File: src/hdl/esc_telemetry_frame_parser_defines.svh
// Assertion macros shared by the frame parser RTL.
// Each check is clocked on clk and held off while rst is high.
`ifndef ESC_TELEMETRY_FRAME_PARSER_DEFINES_SVH
`define ESC_TELEMETRY_FRAME_PARSER_DEFINES_SVH

// Same-cycle implication: when cond holds, cons must hold too.
`define ETFP_CHECK_NOW(label, cond, cons, msg) \
  label: assert property (@(posedge clk) disable iff (rst) (cond) |-> (cons)) \
    else $error(msg);

// Next-cycle implication: when cond holds, cons must hold in the following cycle.
`define ETFP_CHECK_NEXT(label, cond, cons, msg) \
  label: assert property (@(posedge clk) disable iff (rst) (cond) |=> (cons)) \
    else $error(msg);

`endif

File: src/hdl/etfp_pkg.sv
package etfp_pkg;

  // Frame layout: nine covered bytes, then the CRC byte
  localparam int unsigned  CRC_LEN       = 9;
  localparam logic [3:0]   LAST_BYTE     = 4'd9;
  localparam logic [7:0]   CRC_POLY      = 8'h07;

  // Tick counter
  localparam logic [23:0]  TICK_MAX      = 24'hFF_FFFF;
  localparam logic [23:0]  TIMEOUT_RESET = 24'd100000;

  // Configuration port
  localparam int unsigned  APB_AW        = 3;
  localparam logic         REG_TIMEOUT   = 1'b0;

  // Input command codes
  localparam logic         CMD_BYTE      = 1'b0;
  localparam logic         CMD_TICK      = 1'b1;

  // Result kind codes
  localparam logic         KIND_FRAME    = 1'b0;
  localparam logic         KIND_TIMEOUT  = 1'b1;

  typedef struct packed {
    logic       cmd;
    logic [7:0] data_byte;
  } in_t;

  typedef struct packed {
    logic        kind;
    logic        crc_ok;
    logic [7:0]  temperature;
    logic [15:0] voltage;
    logic [15:0] current;
    logic [15:0] charge_used;
    logic [15:0] erpm;
  } out_t;

  // Byte-wide CRC-8 update, MSB first, no reflection
  function automatic logic [7:0] crc8_step(input logic [7:0] crc, input logic [7:0] b);
    logic [7:0] v;
    v = crc ^ b;
    for (int i = 0; i < 8; i++) begin
      v = v[7] ? ((v << 1) ^ CRC_POLY) : (v << 1);
    end
    return v;
  endfunction

endpackage

File: src/hdl/etfp_apb_regs.sv
module etfp_apb_regs (
  input  logic                        clk,
  input  logic                        rst,
  input  logic                        psel,
  input  logic                        penable,
  input  logic                        pwrite,
  input  logic [etfp_pkg::APB_AW-1:0] paddr,
  input  logic [31:0]                 pwdata,
  output logic [31:0]                 prdata,
  output logic                        pready,
  output logic [23:0]                 timeout_ticks
);
  import etfp_pkg::*;

  logic wr_en;
  logic hit_timeout;

  // Decode the word index
  assign hit_timeout = (paddr[APB_AW-1] == REG_TIMEOUT);
  assign wr_en       = psel && penable && pwrite && pready;
  assign pready      = 1'b1;

  // Hold the timeout register
  always_ff @(posedge clk) begin
    if (rst) begin
      timeout_ticks <= TIMEOUT_RESET;
    end else if (wr_en && hit_timeout) begin
      timeout_ticks <= pwdata[23:0];
    end
  end

  // Read back
  always_comb begin
    prdata = '0;
    if (hit_timeout) begin
      prdata = {8'd0, timeout_ticks};
    end
  end

endmodule

File: src/hdl/esc_telemetry_frame_parser.sv
// Path: the input register holds the accepted item, then the result register holds its result.
// Throughput: one item per cycle while item_stall is low; every item is handled in a single pass through the
// CRC byte update and field assembly between the two registers.
// Backpressure on the result side stalls the input only when an item has a result to give.
// Reset (rst, synchronous): no frame held, CRC cleared, tick counter all ones (expired),
// timeout_ticks back to 100000; the frame byte store is not cleared.
`include "esc_telemetry_frame_parser_defines.svh"

module esc_telemetry_frame_parser (
  input  logic                        clk,
  input  logic                        rst,
  input  logic                        item_valid,
  output logic                        item_stall,
  input  etfp_pkg::in_t               item,
  output logic                        result_valid,
  input  logic                        result_stall,
  output etfp_pkg::out_t              result,
  input  logic                        psel,
  input  logic                        penable,
  input  logic                        pwrite,
  input  logic [etfp_pkg::APB_AW-1:0] paddr,
  input  logic [31:0]                 pwdata,
  output logic [31:0]                 prdata,
  output logic                        pready
);
  import etfp_pkg::*;

  logic [23:0] timeout_ticks;

  // Input register
  logic        held_valid;
  in_t         held;

  // Frame state
  logic [3:0]  byte_count;
  logic [3:0]  byte_count_next;
  logic [7:0]  running_crc;
  logic [7:0]  running_crc_next;
  logic [23:0] elapsed_ticks;
  logic [23:0] elapsed_ticks_next;
  logic [7:0]  frame_bytes [CRC_LEN];

  // Single-pass decode
  logic        is_tick;
  logic        expire;
  logic        frame_end;
  logic        produce;
  logic        advance;
  logic        store_byte;
  out_t        result_next;

  etfp_apb_regs u_regs (
    .clk           (clk),
    .rst           (rst),
    .psel          (psel),
    .penable       (penable),
    .pwrite        (pwrite),
    .paddr         (paddr),
    .pwdata        (pwdata),
    .prdata        (prdata),
    .pready        (pready),
    .timeout_ticks (timeout_ticks)
  );

  // Classify the held item
  assign is_tick    = (held.cmd == CMD_TICK);
  assign expire     = (elapsed_ticks > timeout_ticks) && (byte_count != 4'd0);
  assign frame_end  = !is_tick && (byte_count == LAST_BYTE);
  assign store_byte = !is_tick && !frame_end;
  assign produce    = (is_tick && expire) || frame_end;

  // Advance unless a result is due and the result register is blocked
  assign advance    = held_valid && (!produce || !result_valid || !result_stall);
  assign item_stall = held_valid && !advance;

  // Next frame state
  always_comb begin
    byte_count_next    = byte_count;
    running_crc_next   = running_crc;
    elapsed_ticks_next = elapsed_ticks;
    if (is_tick) begin
      if (expire) begin
        byte_count_next    = 4'd0;
        running_crc_next   = 8'd0;
        elapsed_ticks_next = 24'd0;
      end else if (elapsed_ticks != TICK_MAX) begin
        elapsed_ticks_next = elapsed_ticks + 24'd1;
      end
    end else if (frame_end) begin
      byte_count_next    = 4'd0;
      running_crc_next   = 8'd0;
      elapsed_ticks_next = 24'd0;
    end else begin
      byte_count_next    = byte_count + 4'd1;
      running_crc_next   = crc8_step(running_crc, held.data_byte);
    end
  end

  // Assemble the result; a timeout reports zeros
  always_comb begin
    result_next = '0;
    if (frame_end) begin
      result_next.kind        = KIND_FRAME;
      result_next.crc_ok      = (running_crc == held.data_byte);
      result_next.temperature = frame_bytes[0];
      result_next.voltage     = {frame_bytes[1], frame_bytes[2]};
      result_next.current     = {frame_bytes[3], frame_bytes[4]};
      result_next.charge_used = {frame_bytes[5], frame_bytes[6]};
      result_next.erpm        = {frame_bytes[7], frame_bytes[8]};
    end else begin
      result_next.kind        = KIND_TIMEOUT;
    end
  end

  // Load the input register when it is empty or draining
  always_ff @(posedge clk) begin
    if (rst) begin
      held_valid <= 1'b0;
    end else if (!item_stall) begin
      held_valid <= item_valid;
    end
  end

  always_ff @(posedge clk) begin
    if (item_valid && !item_stall) begin
      held <= item;
    end
  end

  // Update frame state
  always_ff @(posedge clk) begin
    if (rst) begin
      byte_count    <= 4'd0;
      running_crc   <= 8'd0;
      elapsed_ticks <= TICK_MAX;
    end else if (advance) begin
      byte_count    <= byte_count_next;
      running_crc   <= running_crc_next;
      elapsed_ticks <= elapsed_ticks_next;
    end
  end

  // Store covered frame bytes
  always_ff @(posedge clk) begin
    if (advance && store_byte) begin
      frame_bytes[byte_count] <= held.data_byte;
    end
  end

  // Result register: fill on a produced item, drop when taken
  always_ff @(posedge clk) begin
    if (rst) begin
      result_valid <= 1'b0;
    end else if (advance && produce) begin
      result_valid <= 1'b1;
    end else if (!result_stall) begin
      result_valid <= 1'b0;
    end
  end

  always_ff @(posedge clk) begin
    if (advance && produce) begin
      result <= result_next;
    end
  end

  `ETFP_CHECK_NEXT(a_result_clears_frame, advance && produce, byte_count == 4'd0 && running_crc == 8'd0, "frame state not cleared after a result")
  `ETFP_CHECK_NEXT(a_result_restarts_ticks, advance && produce, elapsed_ticks == 24'd0, "tick counter not restarted after a result")
  `ETFP_CHECK_NOW(a_stall_only_on_backpressure, item_stall, result_valid && result_stall && produce, "input stalled without result backpressure")
  `ETFP_CHECK_NOW(a_timeout_fields_zero, result_valid && result.kind == KIND_TIMEOUT, !result.crc_ok && result.temperature == 8'd0 && result.erpm == 16'd0, "timeout result carries frame data")
  `ETFP_CHECK_NOW(a_count_in_range, held_valid, byte_count <= LAST_BYTE, "byte count beyond frame length")

endmodule
File: config.mk
export PLATFORM = sky130hd
export DESIGN_NAME = esc_telemetry_frame_parser
export DESIGN_NICKNAME = d
export VERILOG_FILES = /design/src/hdl/etfp_pkg.sv /design/src/hdl/etfp_apb_regs.sv /design/src/hdl/esc_telemetry_frame_parser.sv
export VERILOG_INCLUDE_DIRS = /design/src /design/src/hdl
export SDC_FILE = /design/constraint.sdc
export NUM_CORES = 1
export LEC_CHECK = 0
export BUFFER_PORTS_ARGS = -buffer_cell sky130_fd_sc_hd__buf_2
export CAP_MARGIN = 40
export CORE_ASPECT_RATIO = 0.7
export CORE_MARGIN = 5
export CORE_UTILIZATION = 25
export CTS_CLUSTER_SIZE = 12
export DETAILED_ROUTE_END_ITERATION = 10
export GPL_ROUTABILITY_DRIVEN = 0
export GPL_TIMING_DRIVEN = 0
export PLACE_DENSITY = 0.49
export SYNTH_ARGS = -nofsm -noshare
export SYNTH_HDL_FRONTEND = slang
export SYNTH_SLANG_ARGS = --single-unit
export TNS_END_PERCENT = 10
File: constraint.sdc
create_clock -name clk -period 10 [get_ports clk]
set_input_delay 0.5 -clock clk [delete_from_list [all_inputs] [get_ports clk]]
set_output_delay 0.5 -clock clk [all_outputs]
set_load 0.05 [all_outputs]
==> results of run 1 <==
-- state kept, by name, summed over array words and instances (netlist names) --
| register | count |
|---|---|
| elapsed_ticks | 24 |
| frame_bytes | 72 |
| result_valid | 1 |
| u_regs.timeout_ticks | 24 |
| byte_count | 4 |
| held | 8 |
| result | 74 |
| is_tick | 1 |
| running_crc | 8 |
| held_valid | 1 |
-- through the flow --
| step | hold WS [ps] | util (%) |
|---|---|---|
| after global routing | 117.2 | 31.28 |
| final | 145.9 | 31.28 |
| after global placement | 441.0 | 29.13 |
| after floorplan | 436.3 | - |
| after detailed placement | 446.3 | 29.26 |
| after CTS | 109.6 | 31.28 |
-- logic make-up (layout without fill, tap and decap cells) --
group                    count (synthesis)  in the layout  synth area share, %
AND/OR/NAND/NOR                        294            294                17.20
flip-flops                             217            217                64.02
AO/OA/AOI/OAI                          124            124                8.587
buffers and inverters                   84            268                3.858
adder cells (fa/ha/maj)                 32             32                4.348
XOR/XNOR                                20             20                1.902
other                                    2              9              0.08155
-- how the worst max path moves through the flow --
stage / startpoint / cells past startpoint / slack, ps / endpoint
6_report: u_regs.timeout_ticks[23] / 10 / 6240 / item_stall
4_1_cts: u_regs.timeout_ticks[23] / 10 / 6220 / item_stall
5_1_grt: u_regs.timeout_ticks[23] / 10 / 5980 / item_stall
3_3_place_gp: u_regs.timeout_ticks[23] / 10 / 4570 / elapsed_ticks[22]
2_1_floorplan: u_regs.timeout_ticks[22] / 10 / 6250 / elapsed_ticks[22]
3_5_place_dp: u_regs.timeout_ticks[23] / 10 / 6600 / result[26]
-- critical path, cell delays in order, from the launching register on --
cell and delay (ps):
dfxtp_1 320, inv_1 90, ha_1 330, nand4_2 150, nor3_2 290, nor3b_4 350, o21a_1 190, o21ai_0 100
buf_2 220, nor3_1 320, buf_2 350
-- final cells by class --
type,instances,area (um2),area share [%]
multi-input combinational,479,2984,26.40
clock buffer,29,640.6,5.667
tap,480,600.6,5.313
timing repair buffer,141,737.0,6.519
inverter,40,152.6,1.350
clock inverter,14,88.84,0.7858
sequential,217,5896,52.15
buffer,44,205.2,1.815
-- metal layers --
layer,wire (um),GRT usage (%)
met5,14,0
met4,490,2.951
met3,1816,2.788
met2,10180,17.09
met1,12710,18.58
-- cell usage after synthesis, types with 5 or more instances --
| cell | number | share of area [%] |
|---|---|---|
| nor4b_1 | 6 | 0.57 |
| buf_2 | 5 | 0.27 |
| clkbuf_1 | 29 | 1.2 |
| a21oi_1 | 45 | 2.4 |
| inv_1 | 40 | 1.6 |
| nand4_1 | 18 | 1.2 |
| nor3_1 | 10 | 0.54 |
| nand3_1 | 20 | 1.1 |
| o21ai_0 | 19 | 1.0 |
| edfxtp_1 | 155 | 51 |
| nor2_1 | 38 | 1.5 |
| nand2_1 | 78 | 3.2 |
| a31oi_1 | 10 | 0.68 |
| xnor2_1 | 16 | 1.5 |
| and2_1 | 81 | 5.5 |
| dfxtp_1 | 62 | 13 |
| or4_1 | 5 | 0.41 |
| o311ai_0 | 8 | 0.76 |
| nor2b_1 | 5 | 0.34 |
| o31ai_1 | 5 | 0.41 |
| ha_1 | 32 | 4.3 |
| buf_4 | 9 | 0.73 |
| and3_1 | 13 | 0.88 |
| o211ai_1 | 11 | 0.90 |
-- report_power, final --
part           internal, uW  switching [uW]  leakage (uW)  total, uW
clock network           460             364      0.000356        825
logic                  71.3             150       0.00197        221
registers               981            25.1       0.00194       1010
total                  1510             540       0.00426       2050
==> PnR_summary.wiki, run 1 <==
{| class="wikitable"
! Metric !! Value
|-
| WL final || about 25,000 um
|-
| Detailed-route wire length per cell || 17.46 um
|-
| Final worst path period share || 37.57%
|-
| # setup viols final || 0
|-
| Post-synthesis sequential area ratio || 64.02%
|-
| Final #Nets || 1,031
|-
| Critical path capture point type || output port
|-
| Die boundary height || 170.6 um
|-
| Number of buffers on the longest clock path || 3
|-
| Worst endpoint required time || 9500 ps
|-
| Worst hold path type || in2reg
|-
| Share of synthesized registers carrying an async set or reset || 0%
|-
| Count of pins on the block boundary || 160
|-
| Origin of the worst min-delay path || item[2]
|-
| Cell area power density || 181.5 nW/um2
|-
| Total GRT Usage || about an eighth
|-
| Fillcell total || 3,693
|-
| Worst setup slack before clock tree synthesis || 6604 ps
|-
| Full die area || 40,830 um2
|-
| Cell count after placement || 1,401
|-
| # clock sinks || 217
|-
| Placement row count || 58
|-
| Relative area change from synthesis to final layout || 22.76%
|-
| Global-route wire length before repair || 38,100 um
|-
| Worst vdd ir || 0.0001360 V
|-
| Root Driver || clkbuf_16
|-
| Final instance count without filler cells || 1,444
|-
| Final instance area || 11,300 um2
|-
| Skew-Pair Late Insertion Delay || 540 ps
|-
| FF-to-FF setup slack || 6550 ps
|-
| Outcome || finished, final reports clean
|-
| Ratio of cells with drive above 1 in the final layout || 20.44%
|-
| Hold_buf cts || 0
|-
| Setup repair after global routing missed its margin || false
|-
| Synth Area per Inst || 11.91 um2
|-
| Reg2reg end || result[15]
|-
| Remaining antenna violation count || 0
|-
| Number of hold violations in the final report || 0
|-
| Number of synthesized register bits || about 220
|-
| Instance count of the mapped netlist || 773
|-
| Placed instance area || between 10,000 and 15,000 um2
|-
| Transition time at the pin with the least slew margin || 825.3 ps
|-
| Port Buffer Count || 138
|-
| Worst-path maximum fanout || 10
|-
| Post-route minimum period || 3757 ps
|-
| Accumulated negative setup slack || 0 ps
|-
| Floorplan core area || approximately 36,000 um2
|-
| Half-perimeter wire length of the detailed placement result || 18,070 um
|-
| Floorplan die width || 239.4 um
|-
| Initial core utilization || 25.48%
|-
| Depth of the most critical reg-to-reg path || 10
|-
| CTS resizes || 0
|-
| Deepest level of the CTS H-tree || 1
|-
| Distinct cell type count after synthesis || 53
|-
| Most frequent cells in the layout || 155 x edfxtp_1, 143 x buf_2, 81 x and2_1
|-
| TritonCTS Buffers || 25
|-
| Drt drc || 0
|-
| Max-cap check violation count || 0
|-
| Worst flop-to-flop path startpoint || u_regs.timeout_ticks[23]
|-
| Tot Pwr || 2052 uW
|-
| Setup slack after layout || 6243 ps
|-
| Commonest non-fill, non-tap cell in the layout || edfxtp_1
|-
| First-pass DRT Iterations || 5
|-
| Number of max-slew violations in the final report || 0
|-
| Total global routing overflow || 0
|-
| Number of synthesized flops with an enable pin || 155
|-
| Clock-pin slew on the worst setup and hold paths || around 60 ps
|-
| End point of the worst hold path || held[2]
|-
| Number of cells on the worst hold path || 1
|-
| Worst Setup Path Type || reg2out
|-
| Clock tree skew after final layout || 21.96 ps
|-
| Total via count in the routed design || ~6,400
|-
| Number of global-route vias before repair || 6,182
|-
| Max Clock Freq || 0.2662 GHz
|-
| Post-CTS Setup Inserts || 0
|-
| DRT iter0 DRCs || 459
|-
| Antenna diode instance count || 0
|-
| Startpoint types || flop
|-
| Pleak || 0.004263 uW
|-
| Number of synthesis warnings || 0
|-
| Predominant post-synthesis flop cell || edfxtp_1
|-
| TritonCTS clock tree || done
|-
| Data arrival at the endpoint of the critical path || 3260 ps
|-
| Average via count per standard cell || 4.447
|-
| Initial antenna violation count || 2
|-
| Mapped Area || 9209 um2
|-
| Maximum number of pins on one net before global-route repair || 68
|-
| Worst slew margin relative to its limit || 44.40%
|}
Power figures use the tool's default switching activity.
==> run 2: changes to the inputs <==
==> constraint.sdc (replaced) <==
create_clock -name clk -period 3.92 [get_ports clk]
set_input_delay 0.196 -clock clk [delete_from_list [all_inputs] [get_ports clk]]
set_output_delay 0.196 -clock clk [all_outputs]
set_load 0.05 [all_outputs]
==> PnR_summary.wiki, run 2 (same netlist as run 1, synthesis figures left out) <==
{| class="wikitable"
! Metric !! Value
|-
| Post-route minimum period || 3460 ps
|-
| Worst-path maximum fanout || 67
|-
| Die boundary height || about 170 um
|-
| Number of buffers on the longest clock path || 3
|-
| Accumulated negative setup slack || 0 ps
|-
| Setup slack after layout || approximately 460 ps
|-
| Total GRT Usage || 12.25%
|-
| DRT iter0 DRCs || 418
|-
| Worst Setup Path Type || reg2reg
|-
| Cell area power density || 451.9 nW/um2
|-
| Initial antenna violation count || 2
|-
| Transition time at the pin with the least slew margin || 833.9 ps
|-
| Number of hold violations in the final report || 0
|-
| Ratio of cells with drive above 1 in the final layout || 19.74%
|-
| Total via count in the routed design || roughly 6,600
|-
| Largest registers || result x74, frame_bytes x72
|-
| # setup viols final || 0
|-
| Clock tree skew after final layout || 22.48 ps
|-
| Relative area change from synthesis to final layout || 26.48%
|-
| Startpoint types || flop
|-
| Floorplan core area || 36,140 um2
|-
| Number of max-slew violations in the final report || 0
|-
| Worst hold path type || in2reg
|-
| Post-CTS Setup Inserts || 0
|-
| First-pass DRT Iterations || 6
|-
| Average via count per standard cell || 4.442
|-
| Count of pins on the block boundary || 160
|-
| Max FFs per register || 74
|-
| Post-layout utilization of the core || 32.23%
|-
| Worst vdd ir || 0.0003468 V
|-
| Data arrival at the endpoint of the critical path || 3640 ps
|-
| Origin of the worst min-delay path || rst
|-
| Deepest level of the CTS H-tree || 1
|-
| Fillcell total || 3,666
|-
| Commonest non-fill, non-tap cell in the layout || edfxtp_1
|-
| TritonCTS clock tree || done
|-
| Critical path capture point type || flop
|-
| Port Buffer Count || 138
|-
| TritonCTS Buffers || 25
|-
| Max-cap check violation count || 0
|-
| Initial core utilization || 25.48%
|-
| Remaining antenna violation count || 0
|-
| Worst slew margin relative to its limit || 43.82%
|-
| Skew-Pair Late Insertion Delay || 540 ps
|-
| Number of global-route vias before repair || 6,347
|-
| Outcome || finished, final reports clean
|-
| Global-route wire length before repair || just under 40,000 um
|-
| Detailed-route wire length per cell || 17.27 um
|-
| Final worst path period share || 88.27%
|-
| WL final || approximately 26,000 um
|-
| Root Driver || clkbuf_16
|-
| Worst endpoint required time || 4100 ps
|-
| Maximum number of pins on one net before global-route repair || 68
|-
| # clock sinks || 217
|-
| Multi-input gate area || around 3000 um2
|-
| Register with the most flip-flops || result
|-
| Full die area || 40,830 um2
|-
| Worst setup slack before clock tree synthesis || ~520 ps
|-
| Max Clock Freq || around 0.29 GHz
|-
| Setup repair after global routing missed its margin || false
|-
| Clock-pin slew on the worst setup and hold paths || 60 ps
|-
| Most frequent cells in the layout || 155 x edfxtp_1, 143 x buf_2, 81 x and2_1
|-
| Total global routing overflow || 0
|-
| Hold_buf cts || 34
|-
| Placement row count || 58
|-
| Critical Path Source || u_regs.timeout_ticks[22]
|-
| Final #Nets || between 1,000 and 1,500
|-
| Tot Pwr || 5263 uW
|-
| Worst flop-to-flop path startpoint || u_regs.timeout_ticks[22]
|-
| Area taken by flip-flops and latches || ~5900 um2
|-
| Floorplan die width || 239.4 um
|-
| Half-perimeter wire length of the detailed placement result || 18,070 um
|-
| Drt drc || 0
|-
| CTS resizes || 0
|-
| Pleak || 0.004405 uW
|}
## run 2: cell types whose count changed in the layout (fill, tap and decap cells not counted)
| cell | previous run | this run |
|---|---|---|
| dlygate4sd3_1 | 0 | 34 |
| diode_2 | 0 | 1 |
## run 2: layout make-up
class,count,area share [%]
timing repair buffer,175,9.249
multi-input combinational,479,25.62
antenna,1,0.02148
clock buffer,29,5.500
sequential,217,50.62
clock inverter,14,0.7627
buffer,44,1.762
inverter,40,1.311
tap,480,5.156
## run 2: critical path, cell delays in order (launching register included)
cell and delay (ps):
dfxtp_1 330, inv_1 80, ha_1 340, nand4_2 150
nor3_2 290, nor3b_4 350, o21ai_1 210, a21oi_2 350
nand3_1 290, inv_4 320, buf_16 310
## run 2: path summary, 6_finish.rpt
| path | to | slack (ps) | depth (start not counted) |
|---|---|---|---|
| setup / recovery | result[23] | 460 | 10 |
| hold / removal | elapsed_ticks[13] | 190 | 3 |
| hold reg to reg | u_regs.timeout_ticks[23] | 450 | 2 |
| setup reg to reg | result[23] | 460 | 10 |
## run 2: layer usage
layer | part of all wire (%) | track usage [%] | vias up
met5 | 0.027 | 0 | -
met4 | 2.0 | 2.975 | 2
met3 | 6.8 | 2.691 | 39
met2 | 41 | 17.59 | 213
met1 | 50 | 18.72 | 3101
li1 | - | - | 3215
## run 2: through the flow
stage | std cells | hold WS [ps] | instance area, um2
final | 1479 | 185.6 | 11650
after global routing | 1479 | 198.2 | 11650
after CTS | 1478 | 156.6 | 11640
after detailed placement | 1401 | 378.0 | 10580
after global placement | 1398 | 375.3 | 10530
after floorplan | 780 | 294.9 | 9235
## run 2: power breakdown
group          switching, uW  internal (uW)
sequential              64.2           2500
combinational            387            204
clock                    931           1170
total                   1380           3880
